$ cat src/hw/rtl/trr_pkg.sv
`timescale 1ns / 1ps

package trr_pkg;

  localparam int PRICE_W    = 16;
  localparam int PPR_W      = 9;
  localparam int THR_W      = 17;
  localparam int MAXI_W     = 8;
  localparam int HELD_W     = 8;
  localparam int GAIN_W     = 25;
  localparam int ROUND_W    = 32;
  localparam int CFG_IDX_W  = 2;
  localparam int CFG_DATA_W = 17;

  localparam int IN_TDATA_W  = 16;
  localparam int OUT_TDATA_W = 72;
  localparam int OUT_PAD_W   = OUT_TDATA_W - GAIN_W - ROUND_W - HELD_W;

  localparam int MAX_ROUND_LENGTH_DEF = 256;

  localparam logic [CFG_IDX_W-1:0] CFG_PRICES_PER_ROUND = 2'd0;
  localparam logic [CFG_IDX_W-1:0] CFG_THRESHOLD_LEVEL  = 2'd1;
  localparam logic [CFG_IDX_W-1:0] CFG_MAX_ITEMS        = 2'd2;

  localparam logic [PPR_W-1:0]  PPR_RST  = 9'd1;
  localparam logic [THR_W-1:0]  THR_RST  = 17'd32768;
  localparam logic [MAXI_W-1:0] MAXI_RST = 8'd1;

  localparam logic signed [GAIN_W-1:0] GAIN_MAX = {1'b0, {(GAIN_W-1){1'b1}}};
  localparam logic signed [GAIN_W-1:0] GAIN_MIN = {1'b1, {(GAIN_W-1){1'b0}}};

  typedef struct packed {
    logic [PPR_W-1:0]  prices_per_round;
    logic [THR_W-1:0]  threshold_level;
    logic [MAXI_W-1:0] max_items;
  } cfg_t;

  // Packed so that round_gain sits in the lowest bits.
  typedef struct packed {
    logic [HELD_W-1:0]         held_after;
    logic [ROUND_W-1:0]        round_number;
    logic signed [GAIN_W-1:0]  round_gain;
  } result_t;

endpackage

$ cat src/hw/rtl/trr_cfg_regs.sv
`timescale 1ns / 1ps

module trr_cfg_regs (
  input  logic                            clk,
  input  logic                            rst_n,
  input  logic                            cfg_valid,
  input  logic [trr_pkg::CFG_IDX_W-1:0]   cfg_index,
  input  logic [trr_pkg::CFG_DATA_W-1:0]  cfg_data,
  output trr_pkg::cfg_t                   cfg
);

  trr_pkg::cfg_t cfg_r;

  always_ff @(posedge clk) begin
    if (!rst_n) begin
      cfg_r.prices_per_round <= trr_pkg::PPR_RST;
      cfg_r.threshold_level  <= trr_pkg::THR_RST;
      cfg_r.max_items        <= trr_pkg::MAXI_RST;
    end else if (cfg_valid) begin
      unique case (cfg_index)
        trr_pkg::CFG_PRICES_PER_ROUND: begin
          cfg_r.prices_per_round <= cfg_data[trr_pkg::PPR_W-1:0];
        end
        trr_pkg::CFG_THRESHOLD_LEVEL: begin
          cfg_r.threshold_level <= cfg_data[trr_pkg::THR_W-1:0];
        end
        trr_pkg::CFG_MAX_ITEMS: begin
          cfg_r.max_items <= cfg_data[trr_pkg::MAXI_W-1:0];
        end
        default: begin
        end
      endcase
    end
  end

  assign cfg = cfg_r;

endmodule

$ cat src/hw/rtl/trr_trade_core.sv
`timescale 1ns / 1ps

module trr_trade_core #(
  parameter int MAX_ROUND_LENGTH = trr_pkg::MAX_ROUND_LENGTH_DEF
) (
  input  logic                          clk,
  input  logic                          rst_n,
  input  trr_pkg::cfg_t                 cfg,
  input  logic [trr_pkg::PRICE_W-1:0]   price,
  input  logic                          commit,
  output logic                          last,
  output trr_pkg::result_t              result
);

  localparam int POS_W = (MAX_ROUND_LENGTH > 1) ? $clog2(MAX_ROUND_LENGTH) : 1;
  localparam int LEN_W = $clog2(MAX_ROUND_LENGTH + 1);
  localparam int CMP_W = ((LEN_W > trr_pkg::PPR_W) ? LEN_W : trr_pkg::PPR_W) + 1;
  localparam logic [CMP_W-1:0] MAX_LEN = CMP_W'(MAX_ROUND_LENGTH);
  localparam int GW = trr_pkg::GAIN_W;

  logic [trr_pkg::HELD_W-1:0]  held_r,  held_nxt;
  logic [POS_W-1:0]            pos_r,   pos_nxt;
  logic signed [GW-1:0]        gain_r,  gain_nxt;
  logic [trr_pkg::ROUND_W-1:0] round_r, round_nxt;

  logic [CMP_W-1:0]     ppr_ext;
  logic [CMP_W-1:0]     len;
  logic [CMP_W-1:0]     pos_ext;
  logic signed [CMP_W:0] rem;
  logic signed [CMP_W:0] rem_m1;
  logic signed [CMP_W:0] held_s;
  logic                 price_ge_thr;
  logic                 do_sell;
  logic                 do_buy;
  logic signed [GW:0]   operand;
  logic signed [GW:0]   sum;
  logic signed [GW-1:0] gain_trade;
  logic [trr_pkg::HELD_W-1:0] held_trade;

  always_comb begin
    ppr_ext = CMP_W'(cfg.prices_per_round);
    if (ppr_ext == '0) begin
      len = CMP_W'(1);
    end else if (ppr_ext > MAX_LEN) begin
      len = MAX_LEN;
    end else begin
      len = ppr_ext;
    end
  end

  assign pos_ext      = CMP_W'(pos_r);
  assign rem          = signed'({1'b0, len}) - signed'({1'b0, pos_ext});
  assign rem_m1       = rem - signed'((CMP_W+1)'(1));
  assign held_s       = signed'((CMP_W+1)'(held_r));
  assign price_ge_thr = {1'b0, price} >= cfg.threshold_level;

  assign do_sell = (held_r != '0) && ((rem == held_s) || price_ge_thr);
  assign do_buy  = !do_sell && (rem_m1 != held_s) && !price_ge_thr &&
                   (held_r < cfg.max_items);

  assign operand = do_sell ? signed'((GW+1)'(price)) : -signed'((GW+1)'(price));
  assign sum     = signed'({gain_r[GW-1], gain_r}) + operand;

  always_comb begin
    gain_trade = gain_r;
    held_trade = held_r;
    if (do_sell || do_buy) begin
      if (sum > signed'({trr_pkg::GAIN_MAX[GW-1], trr_pkg::GAIN_MAX})) begin
        gain_trade = trr_pkg::GAIN_MAX;
      end else if (sum < signed'({trr_pkg::GAIN_MIN[GW-1], trr_pkg::GAIN_MIN})) begin
        gain_trade = trr_pkg::GAIN_MIN;
      end else begin
        gain_trade = sum[GW-1:0];
      end
    end
    if (do_sell) begin
      held_trade = held_r - trr_pkg::HELD_W'(1);
    end else if (do_buy) begin
      held_trade = held_r + trr_pkg::HELD_W'(1);
    end
  end

  assign last = (pos_ext + CMP_W'(1)) >= len;

  always_comb begin
    held_nxt  = held_trade;
    gain_nxt  = gain_trade;
    pos_nxt   = pos_r + POS_W'(1);
    round_nxt = round_r;
    if (last) begin
      gain_nxt  = '0;
      pos_nxt   = '0;
      round_nxt = round_r + trr_pkg::ROUND_W'(1);
    end
  end

  always_ff @(posedge clk) begin
    if (!rst_n) begin
      held_r  <= '0;
      pos_r   <= '0;
      gain_r  <= '0;
      round_r <= '0;
    end else if (commit) begin
      held_r  <= held_nxt;
      pos_r   <= pos_nxt;
      gain_r  <= gain_nxt;
      round_r <= round_nxt;
    end
  end

  assign result.round_gain   = gain_trade;
  assign result.round_number = round_r;
  assign result.held_after   = held_trade;

endmodule

$ cat src/hw/rtl/threshold_trading_reward_unit.sv
`timescale 1ns / 1ps

// Threshold trading reward unit.
// Input channel (in_*): one Q0.16 price per beat. Result channel (out_*):
// one beat per finished round carrying the round's gain, the round index
// and the inventory held after the round. Configuration channel (cfg_*):
// register writes, always ready, to be written only while the block is idle.
// A price accepted at a clock edge is registered in the input register and
// evaluated there; a round-ending price commits once the output register is
// free, and its result is registered there, which raises out_tvalid.
// Throughput: one price per cycle while no result waits on a stalled receiver;
// inventory, position and gain update combinationally, so prices follow directly.
// When the receiver stalls, prices that do not end a round keep flowing;
// a price that ends a round waits in the input register until the output
// register frees up, and in_tready drops for that time.
// Reset clears inventory, position, gain and round index, empties both
// registers and restores the configuration registers to their defaults.

module threshold_trading_reward_unit #(
  parameter int MAX_ROUND_LENGTH = trr_pkg::MAX_ROUND_LENGTH_DEF
) (
  input  logic                             clk,
  input  logic                             rst_n,
  input  logic                             in_tvalid,
  output logic                             in_tready,
  // price [15:0]
  input  logic [trr_pkg::IN_TDATA_W-1:0]   in_tdata,
  output logic                             out_tvalid,
  input  logic                             out_tready,
  // round_gain [24:0], round_number [56:25], held_after [64:57], zeros above
  output logic [trr_pkg::OUT_TDATA_W-1:0]  out_tdata,
  input  logic                             cfg_valid,
  output logic                             cfg_ready,
  input  logic [trr_pkg::CFG_IDX_W-1:0]    cfg_index,
  input  logic [trr_pkg::CFG_DATA_W-1:0]   cfg_data
);

  trr_pkg::cfg_t    cfg;
  trr_pkg::result_t result;
  trr_pkg::result_t out_res_r;

  logic                        in_valid_r;
  logic [trr_pkg::PRICE_W-1:0] in_price_r;
  logic                        out_valid_r;
  logic                        last;
  logic                        out_free;
  logic                        commit;

  assign cfg_ready = 1'b1;

  trr_cfg_regs u_cfg_regs (
    .clk       (clk),
    .rst_n     (rst_n),
    .cfg_valid (cfg_valid),
    .cfg_index (cfg_index),
    .cfg_data  (cfg_data),
    .cfg       (cfg)
  );

  trr_trade_core #(
    .MAX_ROUND_LENGTH (MAX_ROUND_LENGTH)
  ) u_trade_core (
    .clk    (clk),
    .rst_n  (rst_n),
    .cfg    (cfg),
    .price  (in_price_r),
    .commit (commit),
    .last   (last),
    .result (result)
  );

  assign out_free  = !out_valid_r || out_tready;
  assign commit    = in_valid_r && (!last || out_free);
  assign in_tready = !in_valid_r || commit;

  always_ff @(posedge clk) begin
    if (!rst_n) begin
      in_valid_r  <= 1'b0;
      out_valid_r <= 1'b0;
    end else begin
      if (in_tready) begin
        in_valid_r <= in_tvalid;
      end
      if (commit && last) begin
        out_valid_r <= 1'b1;
      end else if (out_tready) begin
        out_valid_r <= 1'b0;
      end
    end
  end

  always_ff @(posedge clk) begin
    if (in_tvalid && in_tready) begin
      in_price_r <= in_tdata[trr_pkg::PRICE_W-1:0];
    end
    if (commit && last) begin
      out_res_r <= result;
    end
  end

  assign out_tvalid = out_valid_r;
  assign out_tdata  = {{trr_pkg::OUT_PAD_W{1'b0}}, out_res_r};

endmodule

$ cat config.mk
export PLATFORM = sky130hd
export DESIGN_NAME = threshold_trading_reward_unit
export DESIGN_NICKNAME = d
export VERILOG_FILES = /design/src/hw/rtl/trr_pkg.sv /design/src/hw/rtl/trr_cfg_regs.sv /design/src/hw/rtl/trr_trade_core.sv /design/src/hw/rtl/threshold_trading_reward_unit.sv
export SDC_FILE = /design/constraint.sdc
export NUM_CORES = 1
export LEC_CHECK = 0
export CORE_UTILIZATION = 35
export CTS_CLUSTER_SIZE = 16
export DETAILED_ROUTE_END_ITERATION = 8
export DONT_BUFFER_PORTS = 1
export SLEW_MARGIN = 30
export SYNTH_ARGS = -nofsm -noshare
export SYNTH_HDL_FRONTEND = slang
export SYNTH_SLANG_ARGS = --single-unit
$ cat constraint.sdc
create_clock -name clk -period 6.2 [get_ports clk]
set_input_delay 0.62 -clock clk [delete_from_list [all_inputs] [get_ports clk]]
set_output_delay 0.62 -clock clk [all_outputs]
set_load 0.05 [all_outputs]
# Word-level counts from Yosys, hierarchy flattened
# Index checks and enable logic that the tools add are counted.
[totals]
register_bits = 190
in_bits = 40
out_inout_bits = 75
elab_cells = 69
[op_classes]
n_addsub = 9
n_lt_le_gt_ge = 6
n_eq_ne = 4
mux = 12
n_reduce_logical = 25
[ops]
columns = ["op", "n"]
rows = [
  ["25-bit 2-to-1 mux", 4],
  ["32-bit by 1-bit adder with 32-bit output (second input constant)", 1],
  ["25-bit by 26-bit adder with 26-bit output", 1],
  ["26-bit by 25-bit > comparator with 1-bit output (second input constant)", 1],
  ["26-bit by 25-bit less-than comparator with 1-bit output (second input constant)", 1],
  ["26-bit 2-to-1 mux", 1],
  ["16-bit negation with 26-bit output", 1],
  ["8-bit 2-to-1 mux", 3],
  ["16-bit by 17-bit greater-or-equal comparator with 1-bit output", 1],
  ["8-bit by 1-bit adder with 8-bit output (second input constant)", 2],
  ["11-bit by 9-bit equality test with 1-bit output", 1],
  ["11-bit by 9-bit != test with 1-bit output", 1],
  ["10-bit by 8-bit subtractor with 11-bit output", 1],
  ["11-bit by 2-bit subtractor with 11-bit output (second input constant)", 1],
  ["10-bit greater-or-equal comparator", 1],
  ["10-bit 2-to-1 mux", 1],
  ["8-bit by 1-bit adder with 9-bit output (second input constant)", 1],
  ["9-bit > comparator (second input constant)", 1],
  ["9-bit logical NOT", 1],
  ["9-bit 2-to-1 mux", 1],
  ["8-bit less-than comparator", 1],
  ["2-bit AND reduction", 4],
  ["8-bit nonzero test", 1],
  ["8-bit by 1-bit subtractor with 8-bit output (second input constant)", 1],
  ["8 further kinds", 23],
]

# Longest topological paths before layout
[depth]
word_depth = 14
depth_mapped = 31

# By module
# From an unflattened synthesis, not the netlist that was laid out.
[unflattened]
cells_unflattened = 1161
hier_area_um2 = 11517.3
[by_module_without_submodules]
columns = ["mod", "n_inst", "cells_per_inst", "area_each_um2", "seq_area_each_um2"]
rows = [
  ["trr_trade_core", 1, 925, 7584.8, 1461.4],
  ["threshold_trading_reward_unit", 1, 103, 2617.5, 2472.4],
  ["trr_cfg_regs", 1, 133, 1315.0, 680.7],
]

# Least setup slack after synthesis
# Ideal clock, no wire load.
[synth_path]
path_type = "reg-to-reg"
from = "register u_cfg_regs.cfg_r, in the netlist u_cfg_regs.cfg[26]"
to = "register u_trade_core.gain_r[16]"
t_arrival_ps = 6156
path_slack_ps = -30
path_stages_with_launch = 32
path_buffers = 4
synth_period_minus_slack_ps = 6230
path_cell_list = "dfxtp_1 nor3_1 a21oi_1 nor2_1 inv_1 ha_1 inv_1 fa_1 a21o_1 a21oi_2 xnor3_1 a2111oi_1 nand4_2 and2_1 clkbuf_1 clkbuf_1 o41ai_1 xnor2_1 ha_1 clkbuf_1 nand3_1 nor3_1 a21boi_0 nor3_1 o41ai_1 a31oi_1 xnor3_1 or2_4 a311oi_4 buf_6 o21ai_1 o21ai_0"
[synth_via]
elab_chain_len = 14
word_cells_on_any_way = 27
classes_between = "add/sub: 3; order compare: 4; eq/ne: 2; mux: 7; reduce/logical: 11"
[synth_lines]
columns = ["item", "line_no", "text"]
rows = [
  ["start: declaration", "trr_cfg_regs.sv:12", "trr_pkg::cfg_t cfg_r;"],
  ["9-bit > comparator", "trr_trade_core.sv:44", "end else if (ppr_ext > MAX_LEN) begin"],
  ["9-bit 2-to-1 mux", "trr_trade_core.sv:44", ""],
  ["10-bit 2-to-1 mux (*)", "trr_trade_core.sv:42", "if (ppr_ext == '0) begin"],
  ["10-bit by 8-bit subtractor with 11-bit output", "trr_trade_core.sv:52", "assign rem = signed'({1'b0, len}) - signed'({1'b0, pos_ext});"],
  ["11-bit by 9-bit equality test with 1-bit output", "trr_trade_core.sv:57", "assign do_sell = (held_r != '0) && ((rem == held_s) || price_ge_thr);"],
  ["1-bit logical OR", "trr_trade_core.sv:57", ""],
  ["1-bit logical AND", "trr_trade_core.sv:57", ""],
  ["26-bit 2-to-1 mux / 1-bit logical NOT (equally long branches)", "trr_trade_core.sv:61, trr_trade_core.sv:58", ""],
  ["25-bit by 26-bit adder with 26-bit output / 1-bit logical AND (equally long branches)", "trr_trade_core.sv:62, trr_trade_core.sv:58", ""],
  ["26-bit by 25-bit less-than comparator with 1-bit output / 1-bit logical AND (equally long branches)", "trr_trade_core.sv:70, trr_trade_core.sv:58", ""],
  ["25-bit 2-to-1 mux / 1-bit logical AND (equally long branches)", "trr_trade_core.sv:70, trr_trade_core.sv:58", ""],
  ["25-bit 2-to-1 mux / 1-bit logical OR (equally long branches)", "trr_trade_core.sv:68, trr_trade_core.sv:67", ""],
  ["25-bit 2-to-1 mux", "trr_trade_core.sv:67", "if (do_sell || do_buy) begin"],
  ["25-bit 2-to-1 mux", "trr_trade_core.sv:90", "if (last) begin"],
  ["end signal: assignment", "trr_trade_core.sv:106", "gain_r <= gain_nxt;"],
  ["end: declaration", "trr_trade_core.sv:23", "logic signed [GW-1:0] gain_r, gain_nxt;"],
]
# Mark *: on every way between the ends. The rest lies on a longest branch, timed or not.
# A chain may end at the register's enable or synchronous reset.

# Worst setup path after layout
[layout_path]
from = "register u_cfg_regs.cfg_r, in the netlist u_cfg_regs.cfg[31]"
to = "register u_trade_core.gain_r[6]"
# Same word-level chain as after synthesis.

==> flow_summary.toml <==
[global_routing]
grt_pass1_vias = 7627
grt_pass1_wl_um = 41800
gr-total-overflow = 0
antenna_found_initial = 0
track_usage = 0.172
grt_max_degree = 84

[yosys]
synth_compound_area_frac = 0.160
ys_seq_area_frac = 0.429
synth_top_family_by_area = "simple AND/OR/NAND/NOR gates"
synth_area_leader_cell = "edfxtp_1"
async_flop_share = 0
synth_warnings = 0
synth_top_area_frac = 0.226
synth_most_common_cell = "nor2_1"
syn_avg_cell_area_um2 = 9.19
synth-edff-count = 81
synth-seq-cells = 190
muxShareOfSynthArea = 0.0186
synthSimpleGateAreaFrac = 0.172
synthTopCellsByArea = "edfxtp_1 23%, dfxtp_1 20%, ha_1 8.4%"
postSynthCellCount = 1171
yosys.cell_types.count = 66
synth_area_mm2 = 0.0108
synth_xor_area_frac = 0.0895
synth_fa_ha_area_frac = 0.0874
synth_common_cells = "131 x nor2_1, 109 x dfxtp_1, 108 x a21oi_1"
synth-main-ff-cell = "dfxtp_1"

[setup_path]
rrSetupSlack_ns = 0.14
cp_max_fo = 8
critPathSlowestCell = "ha_1"
cpMostUsedCell = "o21ai_2"
end_kind = "register"
path_class = "reg -> reg"
rr_worst_depth = 29
slowest_delay_ns = 0.38
critPathLaunchType = "register"
critical_path_required_ns = 6.57
arrival_ns = 6.44

[clock_tree]
cts_tree = "built"
postCtsHoldBufs = 0
clkTransAtPathRegs_ns = 0.08
clock-sinks = 190
cts_root_buf = "clkbuf_16"
cts_buffers = 17
clk_latency_ns = 0.45
htreeDepth = 4
clockBufferDepth = 2

[timing]
relSlewSlack = 0.387
rsz0062_at_grt = "true"
slew_violations = 0
tightest_slew_ns = 0.915
layout_min_cycle_time_ns = 6.06
max_clock_freq_mhz = 165
period_share = 0.978
skew_ns = 0.0164
worst_slack_ns = 0.139
setup_viol = 0
hold_viol = 0
holdWs_ns = 0.233

[outcome]
outcome = "finished, final reports clean"

[floorplan]
start_util = 0.359
die_height_um = 177
num_rows = 63
die_area_mm2 = 0.0315
core_mm2 = 0.0300
die_w_um = 177
io_pins = 115

[route]
wirelength_um = 27200
drt_iter0_drc = 486
wl_met3_um = 1090
wl_met1_um = 13400
firstDrtPassIters = 5
ant_nets = 0
vias = 8302
post_drt_wl_per_cell_um = 16.9
drc = 0
vias_per_cell = 5.14
wl_met2_um = 12300
routed.top_layer = "met4"

[final_layout]
drive_gt1_frac = 0.139
syn_to_final_growth_pct = 16.3
antenna_cells = 0
nets = 1325
fin_area_mm2 = 0.0125

[power]
power-per-cell-area_mw_per_mm2 = 481
peakVddDrop_mv = 0.287
leakagePower_uw = 0.00504

[run]
cap_violations = 0

[place]
gp_congestion = 0.837
dpl.hpwl_um = 19500
place_ws_ns = -0.204
dpl_cell_area_mm2 = 0.0115
io_buffers = 0

[hold_path]
holdCritPathClass = "in -> reg"
hold-path-cell-count = 1
-- where the power goes --
part           total, µW  internal, µW  switching [µW]
clock network       1110           544             565
registers           1970          1570             408
logic               2940          1230            1710
total               6030          3340            2680
-- stage by stage --
stage          utilization  instances  power (µW)  setup TNS [ns]
2_1_floorplan            -       1177        3870        -0.00389
3_3_place_gp         0.382       1562        4590           -4.49
3_5_place_dp         0.382       1562        4620           -7.29
4_1_cts              0.403       1594        5770               0
5_1_grt              0.418       1614        6430           -5.29
6_report             0.418       1614        6030               0
-- routing by layer --
metal	up-vias	global-route usage
met2	149	0.272
met1	3915	0.233
li1	4216	-
met4	0	0.0477
met3	22	0.0394
met5	-	0
-- cell families after synthesis --
kind of cell | count (synthesis)
XOR/XNOR | 102
flip-flops | 190
other | 2
buffers and inverters | 111
AO/OA/AOI/OAI | 278
AND/OR/NAND/NOR | 394
adder cells (fa/ha/maj) | 74
multiplexers | 20
-- worst paths after layout --
kind	endpoint	start
max	u_trade_core.gain_r[6]	u_cfg_regs.cfg[31]
max reg2reg	u_trade_core.gain_r[6]	u_cfg_regs.cfg[31]
min	u_cfg_regs.cfg[0]	rst_n
min reg2reg	u_cfg_regs.cfg[19]	u_cfg_regs.cfg[19]
-- worst max-delay path, delay by kind of cell, from the launching register on --
kind            cells  cell delay (ns)
compound gates     13             2.68
xor+xnor            2             0.44
fa+ha+maj           3             0.92
buf+inv             4             0.44
flops               1             0.34
mux                 1             0.20
simple gates        6             0.95
-- state kept, by name, summed over array words and instances (netlist names) --
signal	count
in_price_r	16
u_trade_core.gain_r	25
in_valid_r	1
u_cfg_regs.cfg	34
u_trade_core.round_r	32
out_tdata	65
u_trade_core.held_r	8
out_tvalid	1
u_trade_core.pos_r	8
-- placed cells by master, fill, tap and decap left out, drive strengths merged, types with 6 or more instances in the layout --
cell,count
nand4,13
mux2i,20
a221oi,7
xor2,41
edfxtp,81
o31ai,10
nand2b,10
nor4,7
o21a,9
a21boi,6
inv,63
dfxtp,109
nor2b,9
a31oi,8
nand3,31
xnor2,56
o21ai,71
a21o,21
and2,10
nor2,131
clkinv,8
o211ai,7
buf,67
clkbuf,19
and3,36
ha,72
or3,11
conb,8
a21oi,109
nand2,104
nor3,17
-- what timing repair did --
| action | in CTS | in global routing |
|---|---|---|
| cloned | 0 | 3 |
| setup buffers | 0 | 16 |
| gates resized for setup | 4 | 78 |
| pin swaps | 0 | 37 |
| setup endpoints to repair | 48 | 48 |
-- area by class of cell --
class,instances,area (µm²)
fill,2910,17400
sequential,190,4620
multi-input combinational,877,5990
clock buffer,17,425
timing repair buffer,69,617
clock inverter,15,165
inverter,56,211
tap,390,488
(Power assumes the default switching activity.)
